<file path="src/design/sspd_pkg.sv">
// Shared types, constants and CRC function for the status packet deframer.
package sspd_pkg;

    localparam int unsigned MAX_PACKET_LEN_DEF = 1024;

    localparam logic [23:0] HDR_PATTERN = 24'hFFFFFD;
    localparam logic [15:0] CRC_POLY    = 16'h8005;
    localparam logic [7:0]  STUFF_BYTE  = 8'hFD;
    localparam logic [7:0]  MAX_ID      = 8'hFC;
    localparam logic [7:0]  STATUS_INST = 8'h55;
    localparam logic [7:0]  RESERVED_VAL = 8'h00;
    localparam logic [15:0] MIN_LEN     = 16'd4;

    localparam logic REQ_BYTE    = 1'b0;
    localparam logic REQ_TIMEOUT = 1'b1;

    localparam logic KIND_BODY   = 1'b0;
    localparam logic KIND_STATUS = 1'b1;

    localparam logic [1:0] ST_SUCCESS = 2'd0;
    localparam logic [1:0] ST_TIMEOUT = 2'd1;
    localparam logic [1:0] ST_CORRUPT = 2'd2;

    typedef enum logic [3:0] {
        PH_HUNT,
        PH_RESERVED,
        PH_ID,
        PH_LEN_L,
        PH_LEN_H,
        PH_INST,
        PH_BODY,
        PH_CRC_L,
        PH_CRC_H
    } t_phase;

    typedef struct packed {
        logic        req_type;
        logic [7:0]  rx_byte;
    } t_req;

    typedef struct packed {
        logic        result_kind;
        logic [7:0]  body_byte;
        logic [1:0]  status_code;
        logic [7:0]  device_id;
        logic [7:0]  device_error;
        logic [10:0] body_length;
        logic        last;
    } t_result;

    function automatic logic [15:0] f_crc_byte(input logic [15:0] crc, input logic [7:0] b);
        logic [15:0] c;
        c = crc ^ {b, 8'h00};
        for (int k = 0; k < 8; k++) begin
            if (c[15]) begin
                c = {c[14:0], 1'b0} ^ CRC_POLY;
            end else begin
                c = {c[14:0], 1'b0};
            end
        end
        return c;
    endfunction

    localparam logic [15:0] CRC_HDR =
        f_crc_byte(f_crc_byte(f_crc_byte(16'h0000, 8'hFF), 8'hFF), 8'hFD);

endpackage

</file>
<file path="src/design/sspd_in_reg.sv">
// Input word register of the status packet deframer.
module sspd_in_reg
    import sspd_pkg::*;
(
    input  logic i_clk,
    input  logic i_rst_n,
    input  logic i_valid,
    output logic o_ready,
    input  t_req i_req,
    input  logic i_take,
    output logic o_valid,
    output t_req o_req
);

    logic r_valid;
    t_req r_req;

    assign o_ready = !r_valid || i_take;
    assign o_valid = r_valid;
    assign o_req   = r_req;

    always_ff @(posedge i_clk) begin
        if (!i_rst_n) begin
            r_valid <= 1'b0;
        end else if (o_ready) begin
            r_valid <= i_valid;
        end
    end

    always_ff @(posedge i_clk) begin
        if (o_ready && i_valid) begin
            r_req <= i_req;
        end
    end

endmodule

</file>
<file path="src/design/sspd_core.sv">
// Header hunt, field checks, CRC, destuffing and status generation.
module sspd_core
    import sspd_pkg::*;
#(
    parameter int unsigned MAX_PACKET_LEN = MAX_PACKET_LEN_DEF
) (
    input  logic    i_clk,
    input  logic    i_rst_n,
    input  logic    i_valid,
    input  t_req    i_req,
    input  logic    i_out_free,
    output logic    o_take,
    output logic    o_emit,
    output t_result o_result
);

    localparam int unsigned LEN_W = $clog2(MAX_PACKET_LEN + 1);

    t_phase           r_phase, n_phase;
    logic [23:0]      r_recent, n_recent;
    logic [LEN_W-1:0] r_pos, n_pos;
    logic [LEN_W-1:0] r_decl, n_decl;
    logic [LEN_W-1:0] r_dlen, n_dlen;
    logic [15:0]      r_crc, n_crc;
    logic [7:0]       r_len_lo, n_len_lo;
    logic [7:0]       r_crc_lo, n_crc_lo;
    logic [7:0]       r_id, n_id;
    logic [7:0]       r_err, n_err;
    logic             r_any, n_any;

    logic [7:0]       b;
    logic [23:0]      shifted;
    logic [15:0]      crc_next;
    logic [15:0]      full_len;
    logic [15:0]      dlen16;
    logic [LEN_W-1:0] pos_inc;

    assign o_take   = i_valid && i_out_free;
    assign b        = i_req.rx_byte;
    assign shifted  = {r_recent[15:0], b};
    assign crc_next = f_crc_byte(r_crc, b);
    assign full_len = {b, r_len_lo};
    assign dlen16   = 16'(r_dlen);
    assign pos_inc  = r_pos + LEN_W'(1);

    always_comb begin
        n_phase  = r_phase;
        n_recent = r_recent;
        n_pos    = r_pos;
        n_decl   = r_decl;
        n_dlen   = r_dlen;
        n_crc    = r_crc;
        n_len_lo = r_len_lo;
        n_crc_lo = r_crc_lo;
        n_id     = r_id;
        n_err    = r_err;
        n_any    = r_any;
        o_emit   = 1'b0;
        o_result = '0;

        if (i_req.req_type == REQ_TIMEOUT) begin
            o_emit               = 1'b1;
            o_result.result_kind = KIND_STATUS;
            o_result.status_code = r_any ? ST_CORRUPT : ST_TIMEOUT;
            o_result.last        = 1'b1;
            n_phase              = PH_HUNT;
            n_recent             = '0;
            n_any                = 1'b0;
        end else begin
            n_any    = 1'b1;
            n_recent = shifted;
            unique case (r_phase)
                PH_HUNT: begin
                    if (shifted == HDR_PATTERN) begin
                        n_crc   = CRC_HDR;
                        n_phase = PH_RESERVED;
                    end
                end
                PH_RESERVED: begin
                    if (b != RESERVED_VAL) begin
                        n_phase  = PH_HUNT;
                        n_recent = '0;
                    end else begin
                        n_crc   = crc_next;
                        n_phase = PH_ID;
                    end
                end
                PH_ID: begin
                    if (b > MAX_ID) begin
                        n_phase  = PH_HUNT;
                        n_recent = '0;
                    end else begin
                        n_id    = b;
                        n_crc   = crc_next;
                        n_phase = PH_LEN_L;
                    end
                end
                PH_LEN_L: begin
                    n_len_lo = b;
                    n_crc    = crc_next;
                    n_phase  = PH_LEN_H;
                end
                PH_LEN_H: begin
                    if (full_len < MIN_LEN ||
                        {1'b0, full_len} > 17'(MAX_PACKET_LEN)) begin
                        n_phase  = PH_HUNT;
                        n_recent = '0;
                    end else begin
                        n_decl  = full_len[LEN_W-1:0];
                        n_dlen  = full_len[LEN_W-1:0];
                        n_crc   = crc_next;
                        n_phase = PH_INST;
                    end
                end
                PH_INST: begin
                    if (b != STATUS_INST) begin
                        n_phase  = PH_HUNT;
                        n_recent = '0;
                    end else begin
                        n_crc   = crc_next;
                        n_pos   = '0;
                        n_phase = PH_BODY;
                    end
                end
                PH_BODY: begin
                    n_crc = crc_next;
                    if (r_pos == '0) begin
                        n_err = b;
                    end
                    n_pos = pos_inc;
                    if (pos_inc >= r_decl - LEN_W'(3)) begin
                        n_phase = PH_CRC_L;
                    end
                    if (r_recent == HDR_PATTERN && b == STUFF_BYTE) begin
                        n_dlen = r_dlen - LEN_W'(1);
                    end else begin
                        o_emit               = 1'b1;
                        o_result.result_kind = KIND_BODY;
                        o_result.body_byte   = b;
                    end
                end
                PH_CRC_L: begin
                    n_crc_lo = b;
                    n_phase  = PH_CRC_H;
                end
                PH_CRC_H: begin
                    o_emit                = 1'b1;
                    o_result.result_kind  = KIND_STATUS;
                    o_result.status_code  = ({b, r_crc_lo} == r_crc) ? ST_SUCCESS : ST_CORRUPT;
                    o_result.device_id    = r_id;
                    o_result.device_error = r_err;
                    o_result.body_length  = dlen16[10:0];
                    o_result.last         = 1'b1;
                    n_phase               = PH_HUNT;
                    n_recent              = '0;
                    n_any                 = 1'b0;
                end
                default: begin
                    n_phase  = PH_HUNT;
                    n_recent = '0;
                end
            endcase
        end
    end

    always_ff @(posedge i_clk) begin
        if (!i_rst_n) begin
            r_phase  <= PH_HUNT;
            r_recent <= '0;
            r_pos    <= '0;
            r_decl   <= '0;
            r_dlen   <= '0;
            r_crc    <= '0;
            r_len_lo <= '0;
            r_crc_lo <= '0;
            r_id     <= '0;
            r_err    <= '0;
            r_any    <= 1'b0;
        end else if (o_take) begin
            r_phase  <= n_phase;
            r_recent <= n_recent;
            r_pos    <= n_pos;
            r_decl   <= n_decl;
            r_dlen   <= n_dlen;
            r_crc    <= n_crc;
            r_len_lo <= n_len_lo;
            r_crc_lo <= n_crc_lo;
            r_id     <= n_id;
            r_err    <= n_err;
            r_any    <= n_any;
        end
    end

endmodule

</file>
<file path="src/design/sspd_out_reg.sv">
// Result word register of the status packet deframer.
module sspd_out_reg
    import sspd_pkg::*;
(
    input  logic    i_clk,
    input  logic    i_rst_n,
    input  logic    i_load,
    input  t_result i_result,
    output logic    o_free,
    output logic    o_valid,
    input  logic    i_ready,
    output t_result o_result
);

    logic    r_valid;
    t_result r_result;

    assign o_free   = !r_valid || i_ready;
    assign o_valid  = r_valid;
    assign o_result = r_result;

    always_ff @(posedge i_clk) begin
        if (!i_rst_n) begin
            r_valid <= 1'b0;
        end else if (o_free) begin
            r_valid <= i_load;
        end
    end

    always_ff @(posedge i_clk) begin
        if (o_free && i_load) begin
            r_result <= i_result;
        end
    end

endmodule

</file>
<file path="src/design/servo_status_packet_deframer_unit.sv">
// Top level of the servo status packet deframer.
// Path: an accepted word is held in the input register; the core works on it combinationally and
// its result is loaded into the output register, from which the receiver takes it.
// Throughput: one word per cycle; each word is handled in a single pass between the input
// register and the result register; a result held by the receiver stalls the input.
// Reset: synchronous, active low; clears control state and returns to header hunt.
module servo_status_packet_deframer_unit
    import sspd_pkg::*;
#(
    parameter int unsigned MAX_PACKET_LEN = MAX_PACKET_LEN_DEF
) (
    input  logic        i_clk,
    input  logic        i_rst_n,
    input  logic        i_in_valid,
    output logic        o_in_ready,
    input  logic        i_req_type,
    input  logic [7:0]  i_rx_byte,
    output logic        o_out_valid,
    input  logic        i_out_ready,
    output logic        o_result_kind,
    output logic [7:0]  o_body_byte,
    output logic [1:0]  o_status_code,
    output logic [7:0]  o_device_id,
    output logic [7:0]  o_device_error,
    output logic [10:0] o_body_length,
    output logic        o_last
);

    t_req    in_req;
    t_req    held_req;
    logic    held_valid;
    logic    take;
    logic    out_free;
    logic    emit;
    t_result core_result;
    t_result out_result;

    assign in_req.req_type = i_req_type;
    assign in_req.rx_byte  = i_rx_byte;

    sspd_in_reg u_in_reg (
        .i_clk   (i_clk),
        .i_rst_n (i_rst_n),
        .i_valid (i_in_valid),
        .o_ready (o_in_ready),
        .i_req   (in_req),
        .i_take  (take),
        .o_valid (held_valid),
        .o_req   (held_req)
    );

    sspd_core #(
        .MAX_PACKET_LEN (MAX_PACKET_LEN)
    ) u_core (
        .i_clk      (i_clk),
        .i_rst_n    (i_rst_n),
        .i_valid    (held_valid),
        .i_req      (held_req),
        .i_out_free (out_free),
        .o_take     (take),
        .o_emit     (emit),
        .o_result   (core_result)
    );

    sspd_out_reg u_out_reg (
        .i_clk    (i_clk),
        .i_rst_n  (i_rst_n),
        .i_load   (take && emit),
        .i_result (core_result),
        .o_free   (out_free),
        .o_valid  (o_out_valid),
        .i_ready  (i_out_ready),
        .o_result (out_result)
    );

    assign o_result_kind  = out_result.result_kind;
    assign o_body_byte    = out_result.body_byte;
    assign o_status_code  = out_result.status_code;
    assign o_device_id    = out_result.device_id;
    assign o_device_error = out_result.device_error;
    assign o_body_length  = out_result.body_length;
    assign o_last         = out_result.last;

endmodule

</file>
<file path="config.mk">
export PLATFORM = sky130hd
export DESIGN_NAME = servo_status_packet_deframer_unit
export DESIGN_NICKNAME = d
export VERILOG_FILES = /design/src/design/sspd_pkg.sv /design/src/design/sspd_in_reg.sv /design/src/design/sspd_core.sv /design/src/design/sspd_out_reg.sv /design/src/design/servo_status_packet_deframer_unit.sv
export SDC_FILE = /design/constraint.sdc
export NUM_CORES = 1
export LEC_CHECK = 0
export BUFFER_PORTS_ARGS = -buffer_cell sky130_fd_sc_hd__clkbuf_2
export CAP_MARGIN = 15
export CELL_PAD_IN_SITES_DETAIL_PLACEMENT = 1
export CELL_PAD_IN_SITES_GLOBAL_PLACEMENT = 1
export CORE_AREA = 2 2 163 165
export CTS_CLUSTER_SIZE = 24
export DETAILED_ROUTE_END_ITERATION = 8
export DIE_AREA = 0 0 165 167
export PLACE_DENSITY_LB_ADDON = 0.1
export RECOVER_POWER = 50
export SLEW_MARGIN = 25
export SYNTH_ARGS = -nofsm -noshare
export SYNTH_HDL_FRONTEND = slang
export SYNTH_HIERARCHICAL = 1
export SYNTH_SLANG_ARGS = --single-unit
</file>
<file path="constraint.sdc">
create_clock -name i_clk -period 3.9 [get_ports i_clk]
set_input_delay 1.17 -clock i_clk [delete_from_list [all_inputs] [get_ports i_clk]]
set_output_delay 1.17 -clock i_clk [all_outputs]
set_load 0.1 [all_outputs]
</file>
==> results of run 1 <==
cells by family after synthesis:
family,count (synthesis)
and+or+nand+nor,304
DFF,160
AOI/OAI and AO/OA,133
buffers and inverters,61
xor gates and xnor gates,47
muxes,41
adders and majority gates,16
cells in the mapped netlist, drive strengths merged, types with 12 or more instances:
master  instances  area [um2]
clkbuf         26        97.6
and2           41         262
buf            20         136
ha             16         200
nor3           17         101
a22o           24         210
inv            15        56.3
nor2b          41         257
nor2           54         210
o21ai          32         171
mux2i          41         410
a21oi          23         115
dfxtp         112        2240
xor2           12         105
edfxtp         48        1440
nand3          19        95.1
nand2          68         255
a21boi         18         143
xnor2          34         305
stage by stage:
stage,std cells,area [um2],worst slack (ps),util (%)
after floorplan,762,7620,752,-
after global placement,1124,8220,500,31.9
after detailed placement,1124,8220,393,31.9
after CTS,1156,8820,363,34.2
after global routing,1156,8720,62.8,33.8
final,1156,8720,380,33.8
layer usage:
metal  vias to the layer above  routed length (um)
li1                       2778                   -
met1                      2806               10300
met2                        79               10500
met3                        18                 517
met4                         0                 220
met5                         -                   0
power by group through the flow:
stage                     Sequential (uW)  Combinational [uW]  Clock [uW]
after floorplan                      1940                 125           0
after global placement               1810                 329           0
after detailed placement             1810                 332           0
after CTS                            1780                 333        1750
after global routing                 1780                 339        1820
final                                1770                 320        1690
path summary, 6_finish.rpt:
kind	cells after the start	to	slack, ps	startpoint
worst max-delay path	14	u_core/r_phase[1]	380	u_core/r_pos[0]
worst min-delay path	2	u_core/r_any	470	u_core/r_any
worst max register to register	14	u_core/r_phase[1]	380	u_core/r_pos[0]
worst min register to register	2	u_core/r_any	470	u_core/r_any
tightest hold or removal path: cells and delay by family (launching register included):
family	cells	cell delay, ps
AOI/OAI and AO/OA	1	50
and+or+nand+nor	1	50
DFF	1	320
state kept, by name, indices dropped and copies added, names as in the netlist, 4 cells and up:
name / count
u_core/r_recent: 24
u_core/r_phase: 4
u_core/r_id: 8
u_core/r_err: 8
u_core/r_dlen: 11
u_out_reg/o_result: 39
u_core/r_pos: 11
u_core/r_crc_lo: 8
u_core/r_len_lo: 8
u_in_reg/o_req: 9
u_core/r_decl: 11
u_core/r_crc: 16
area by class of cell:
cell class / instances / area (um2)
Clock inverter: 15 / 169
Sequential cell: 160 / 3680
Tap cell: 335 / 419
Multi-Input combinational cell: 541 / 3620
Fill cell: 2891 / 17000
Timing Repair Buffer: 73 / 344
Clock buffer: 17 / 425
Inverter: 15 / 56.3
==> results.yml, run 1 <==
outcome:
  status: "completed"
final_layout:
  syn_to_final_growth_pct: 14.4
  layout_commonest_cell: "dfxtp_1"
  mostFrequentLayoutCells: "112 x dfxtp_1, 68 x nand2_1, 52 x nor2_1"
  antennaDiodeCount: 0
  finalNetCount: 837
  drive_gt1_share_pct: 8.89
global_routing:
  grt_pass1_vias: 6044
  grt_max_degree: 51
  grt_pass1_wl_mm: 33.8
  grt_util_met3_pct: 2.89
  globalRouteMet1Util_pct: 20.7
  grt_usage_pct: 15.9
  antenna_found_initial: 0
  grtUsageMet2_pct: 27.0
  globalRoute.busiestLayer: "met2"
  grt-ovfl-total: 0
synthesis:
  synthesis.area_um2: 7620
  ys_ff_latch: 160
  synthMuxAreaShare_pct: 5.38
  syn_nets: 791
  synth_edf_count: 48
  async_flop_share_pct: 0
  synth_xor_area_share_pct: 5.68
  synth_cell_types: 64
  avgSynthCellArea_um2: 10.0
  synthSimpleGateAreaFrac_pct: 21.8
  ys_warn_count: 6
  synth-seq-area-share_pct: 48.3
  ys_dominant_reg_cell: "dfxtp_1"
  synth_top_family_by_area: "simple AND/OR/NAND/NOR gates"
  syn_inst: 762
  synth_adder_area_share_pct: 2.63
  synth_compound_area_share_pct: 12.4
timing:
  rsz0062_at_grt: "false"
  fin_hold_ws_ps: 471
  hold_viol: 0
  slew_headroom_pct: 10.7
  period_share_pct: 90.3
  report.final.slew_viol_count: 0
  timing.final.crit_period_ps: 3520
  timing.fmax_mhz: 284
  setup_viol: 0
  setup_tns_ps: 0
  tightest_slew_ps: 1340
  fin_skew_ps: 13.4
routing:
  drc: 0
  vias: 5681
  drt-vias-per-instance: 4.91
  wl_mm: 21.5
  avgRoutedWirePerCell_um: 18.6
  drt-initial-drc-count: 231
  firstDrtPassIters: 5
  drtAntennaViolNets: 0
placed_design:
  place_congestion: 0.814
  place.port_buffers: 53
  post-dp-hpwl_mm: 15.1
power_and_ir_drop:
  leakagePower_uw: 0.00314
  switching_power_uw: 1060
  powerDensity_nw_per_um2: 434
  pwr-share-comb_pct: 8.5
  switching_share_pct: 28.0
  power_uw: 3790
  pwr-share-clk_pct: 44.7
  p_int_uw: 2730
  vdd_drop_max_v: 0.000219
  pwr-share-seq_pct: 46.8
floorplanning:
  die_h_um: 167
  coreArea_um2: 25800
  die_x_um: 165
  initial_core_util_pct: 29.6
  rows: 59
  io-pin-count: 54
  die-area_um2: 27600
clocking:
  ctsResizeCount: 0
  htree_num_levels: 4
  clk_path_buf_depth: 2
  cts_setup_buffers: 0
  cts_tree: "done"
  cts_hold_buf: 0
  numCtsBuffers: 17
  clk_root_buffer_cell: "clkbuf_16"
  worstSkewPairLatency_ps: 420
  path_clk_slew_ps: 70
  cts_sinks: 160
worst_setup_path:
  worstPathRequired_ps: 4210
  cpMaxStageDelayCell: "dfxtp_1"
  slowest_delay_ps: 420
  cp.arrival_ps: 3830
  cp-end-kind: "flop"
  crit_buf_inv: 0
  start_kind: "flop"
  worst_path_most_repeated_cell: "and3_1"
  path_class: "reg -> reg"
  path_cells: "ha_1, and3_1, and3_1, and3_1, nand3_1, xnor2_1, ha_1, nand4_1, nor2_1, nor4_1, a221o_1, a211oi_1, o21bai_1, a22o_1"
  path_max_fanout: 6
  cp_top_family: "compound AO/OA/AOI/OAI gates"
min_path:
  hp-class: "reg -> reg"
run:
  maxCapViolCount: 0
(Power assumes the default switching activity.)
==> run 2: changes to the inputs <==
--- a/config.mk
+++ b/config.mk
@@ -5,14 +5,15 @@
 export SDC_FILE = /design/constraint.sdc
 export NUM_CORES = 1
 export LEC_CHECK = 0
+export ABC_AREA = 1
 export BUFFER_PORTS_ARGS = -buffer_cell sky130_fd_sc_hd__clkbuf_2
 export CAP_MARGIN = 15
 export CELL_PAD_IN_SITES_DETAIL_PLACEMENT = 1
 export CELL_PAD_IN_SITES_GLOBAL_PLACEMENT = 1
-export CORE_AREA = 2 2 163 165
+export CORE_AREA = 2 2 133 135
 export CTS_CLUSTER_SIZE = 24
 export DETAILED_ROUTE_END_ITERATION = 8
-export DIE_AREA = 0 0 165 167
+export DIE_AREA = 0 0 135 137
 export PLACE_DENSITY_LB_ADDON = 0.1
 export RECOVER_POWER = 50
 export SLEW_MARGIN = 25
==> run 2 against run 1 <==
  * Cell area down 1.3%
  * Synthesized cell count up 25%
  * Wire length down 0.55%
  * Largest power group unchanged
  * Non-clock buffer count down 8
  * Clock power about the same
  * Global-route usage up 8.3 points
  * Highest routed layer unchanged
  * Critical path depth down 5
==> results.yml, run 2 <==
clocking:
  ctsResizeCount: 0
  clk_root_buffer_cell: "clkbuf_16"
  numCtsBuffers: 17
  htree_num_levels: 4
  path_clk_slew_ps: 70
  cts_tree: "done"
  clk_path_buf_depth: 2
  cts_hold_buf: 0
  worstSkewPairLatency_ps: 430
  cts_sinks: 160
  cts_setup_buffers: 0
global_routing:
  grt_max_degree: 51
  antenna_found_initial: 0
  grt_usage_pct: 24.2
  grt-ovfl-total: 0
  grt_pass1_wl_mm: 34.8
  grt_pass1_vias: 6761
run:
  maxCapViolCount: 0
worst_setup_path:
  path_max_fanout: 6
  cp-end-kind: "output port"
  path_class: "in -> out"
  reg2reg_depth: 18
  worstPathRequired_ps: 2730
  cp.arrival_ps: 2270
  start_kind: "input pin"
synthesis:
  ys_warn_count: 6
  synthesis.area_um2: 7570
  yosys.area.top_type: "dfxtp_1"
  synth_common_cells: "188 x nand2_1, 112 x dfxtp_1, 93 x a21oi_1, 93 x inv_1, 89 x nor2_1"
  syn_inst: 950
  synth.top_cells.by_area: "dfxtp_1 30%, edfxtp_1 19%, nand2_1 9.3%"
  synth_edf_count: 48
  yosysMostFrequentCell: "nand2_1"
  ys_dominant_reg_cell: "dfxtp_1"
  synth_cell_types: 42
  synth_top_cell_area_share_pct: 29.6
  ys_ff_latch: 160
  syn_nets: 979
  async_flop_share_pct: 0
  avgSynthCellArea_um2: 7.97
  synth-seq-area-share_pct: 48.6
power_and_ir_drop:
  powerDensity_nw_per_um2: 435
  vdd_drop_max_v: 0.000310
  leakagePower_uw: 0.00330
timing:
  hold_viol: 0
  setup_ws_ps: 456
  report.final.slew_viol_count: 0
  timing.fmax_mhz: 290
  period_share_pct: 88.3
  slew_headroom_pct: 21.3
  setup_tns_ps: 0
  fin_hold_ws_ps: 462
  rsz0062_at_grt: "false"
  timing.final.crit_period_ps: 3440
  fin_skew_ps: 13.5
  tightest_slew_ps: 1190
  setup_viol: 0
final_layout:
  layout_commonest_cell: "nand2_1"
  syn_to_final_growth_pct: 13.6
  finalNetCount: 1025
  antennaDiodeCount: 0
  largest_reg_flops: 39
  drive_gt1_share_pct: 7.23
  mostFrequentLayoutCells: "190 x nand2_1, 112 x dfxtp_1, 96 x inv_1"
placed_design:
  preCtsSetupSlack_ps: 633
  place.port_buffers: 53
  post-dp-hpwl_mm: 15.1
  place_congestion: 0.888
routing:
  drc: 0
  drt-initial-drc-count: 337
  avgRoutedWirePerCell_um: 17.3
  wl_mm: 21.4
  vias: 6595
  firstDrtPassIters: 5
  drt-vias-per-instance: 5.34
  drtAntennaViolNets: 0
floorplanning:
  io-pin-count: 54
  rows: 48
  coreArea_um2: 17100
  die_x_um: 135
  die-area_um2: 18500
  die_h_um: 137
  initial_core_util_pct: 44.4
min_path:
  hold_path_depth: 2
  hp-class: "reg -> reg"
outcome:
  status: "completed"
[run 2: cell types whose count changed in the layout (fill, tap and decap cells not counted), sizes merged, moves of 24 or more]
cell,previous run,this run
inv,23,109
nand3,19,51
nor2b,41,0
a21oi,23,95
mux2i,41,0
nand2,68,191
a22o,24,0
o21ai,32,64
nor2,54,91
nor3,17,44
and2,41,0
[run 2: cell type report]
type                    count  area (um2)
fillers                  2130        8450
flip-flops and latches    160        3680
multi-input cells         648        3320
clock buffers              17         425
inverters                 104         390
repair buffers             65         310
well taps                 225         282
clock inverters            15         189
[run 2: cells by family (layout without fill, tap and decap cells)]
family | after synthesis | count (layout) | synth area share (%)
AO/OA/AOI/OAI | 191 | 191 | 13.8
XOR/XNOR | 35 | 35 | 4.05
adder cells (fa/ha/maj) | 16 | 16 | 2.64
buffers and inverters | 142 | 201 | 7.42
flip-flops | 160 | 160 | 48.6
AND/OR/NAND/NOR | 406 | 406 | 23.4
[run 2: path summary, 6_finish.rpt]
| kind | to | startpoint | slack [ps] |
|---|---|---|---|
| max reg2reg | u_core/r_phase[3] | u_core/r_decl[0] | 700 |
| max | o_in_ready | i_out_ready | 460 |
| min reg2reg | u_core/r_id[6] | u_core/r_id[6] | 460 |
| min | u_core/r_id[6] | u_core/r_id[6] | 460 |
[run 2: stage by stage]
stage	cells	area [um2]	util, %	total power [uW]
after floorplan	950	7580	-	2030
after global placement	1201	8060	47.2	2110
after detailed placement	1202	8070	47.3	2110
after CTS	1234	8690	50.9	3780
after global routing	1234	8600	50.4	3860
final	1234	8600	50.4	3740
[run 2: worst max-delay path, cell delays in order]
cell and delay (ps):
clkbuf_2 70, inv_1 70, nand2_1 100, nand2_1 120, inv_1 70, clkbuf_1 260
inv_1 110, nand2_2 110, buf_12 180
[run 2: power breakdown]
group / internal, uW / total, uW / switching (uW) / leakage [uW]
clock network: 870 / 1680 / 806 / 0.000298
registers: 1740 / 1770 / 29.9 / 0.00135
logic: 51.7 / 297 / 245 / 0.00165
[run 2: layer usage]
layer / up-vias / share of wire [%] / wire length, um / global-route usage [%]
met5: - / 0 / 0 / 0
met4: 0 / 1.2 / 256 / 5.79
li1: 3260 / - / - / -
met2: 103 / 49 / 10600 / 43.3
met3: 19 / 2.7 / 569 / 3.93
met1: 3213 / 47 / 9960 / 30.7
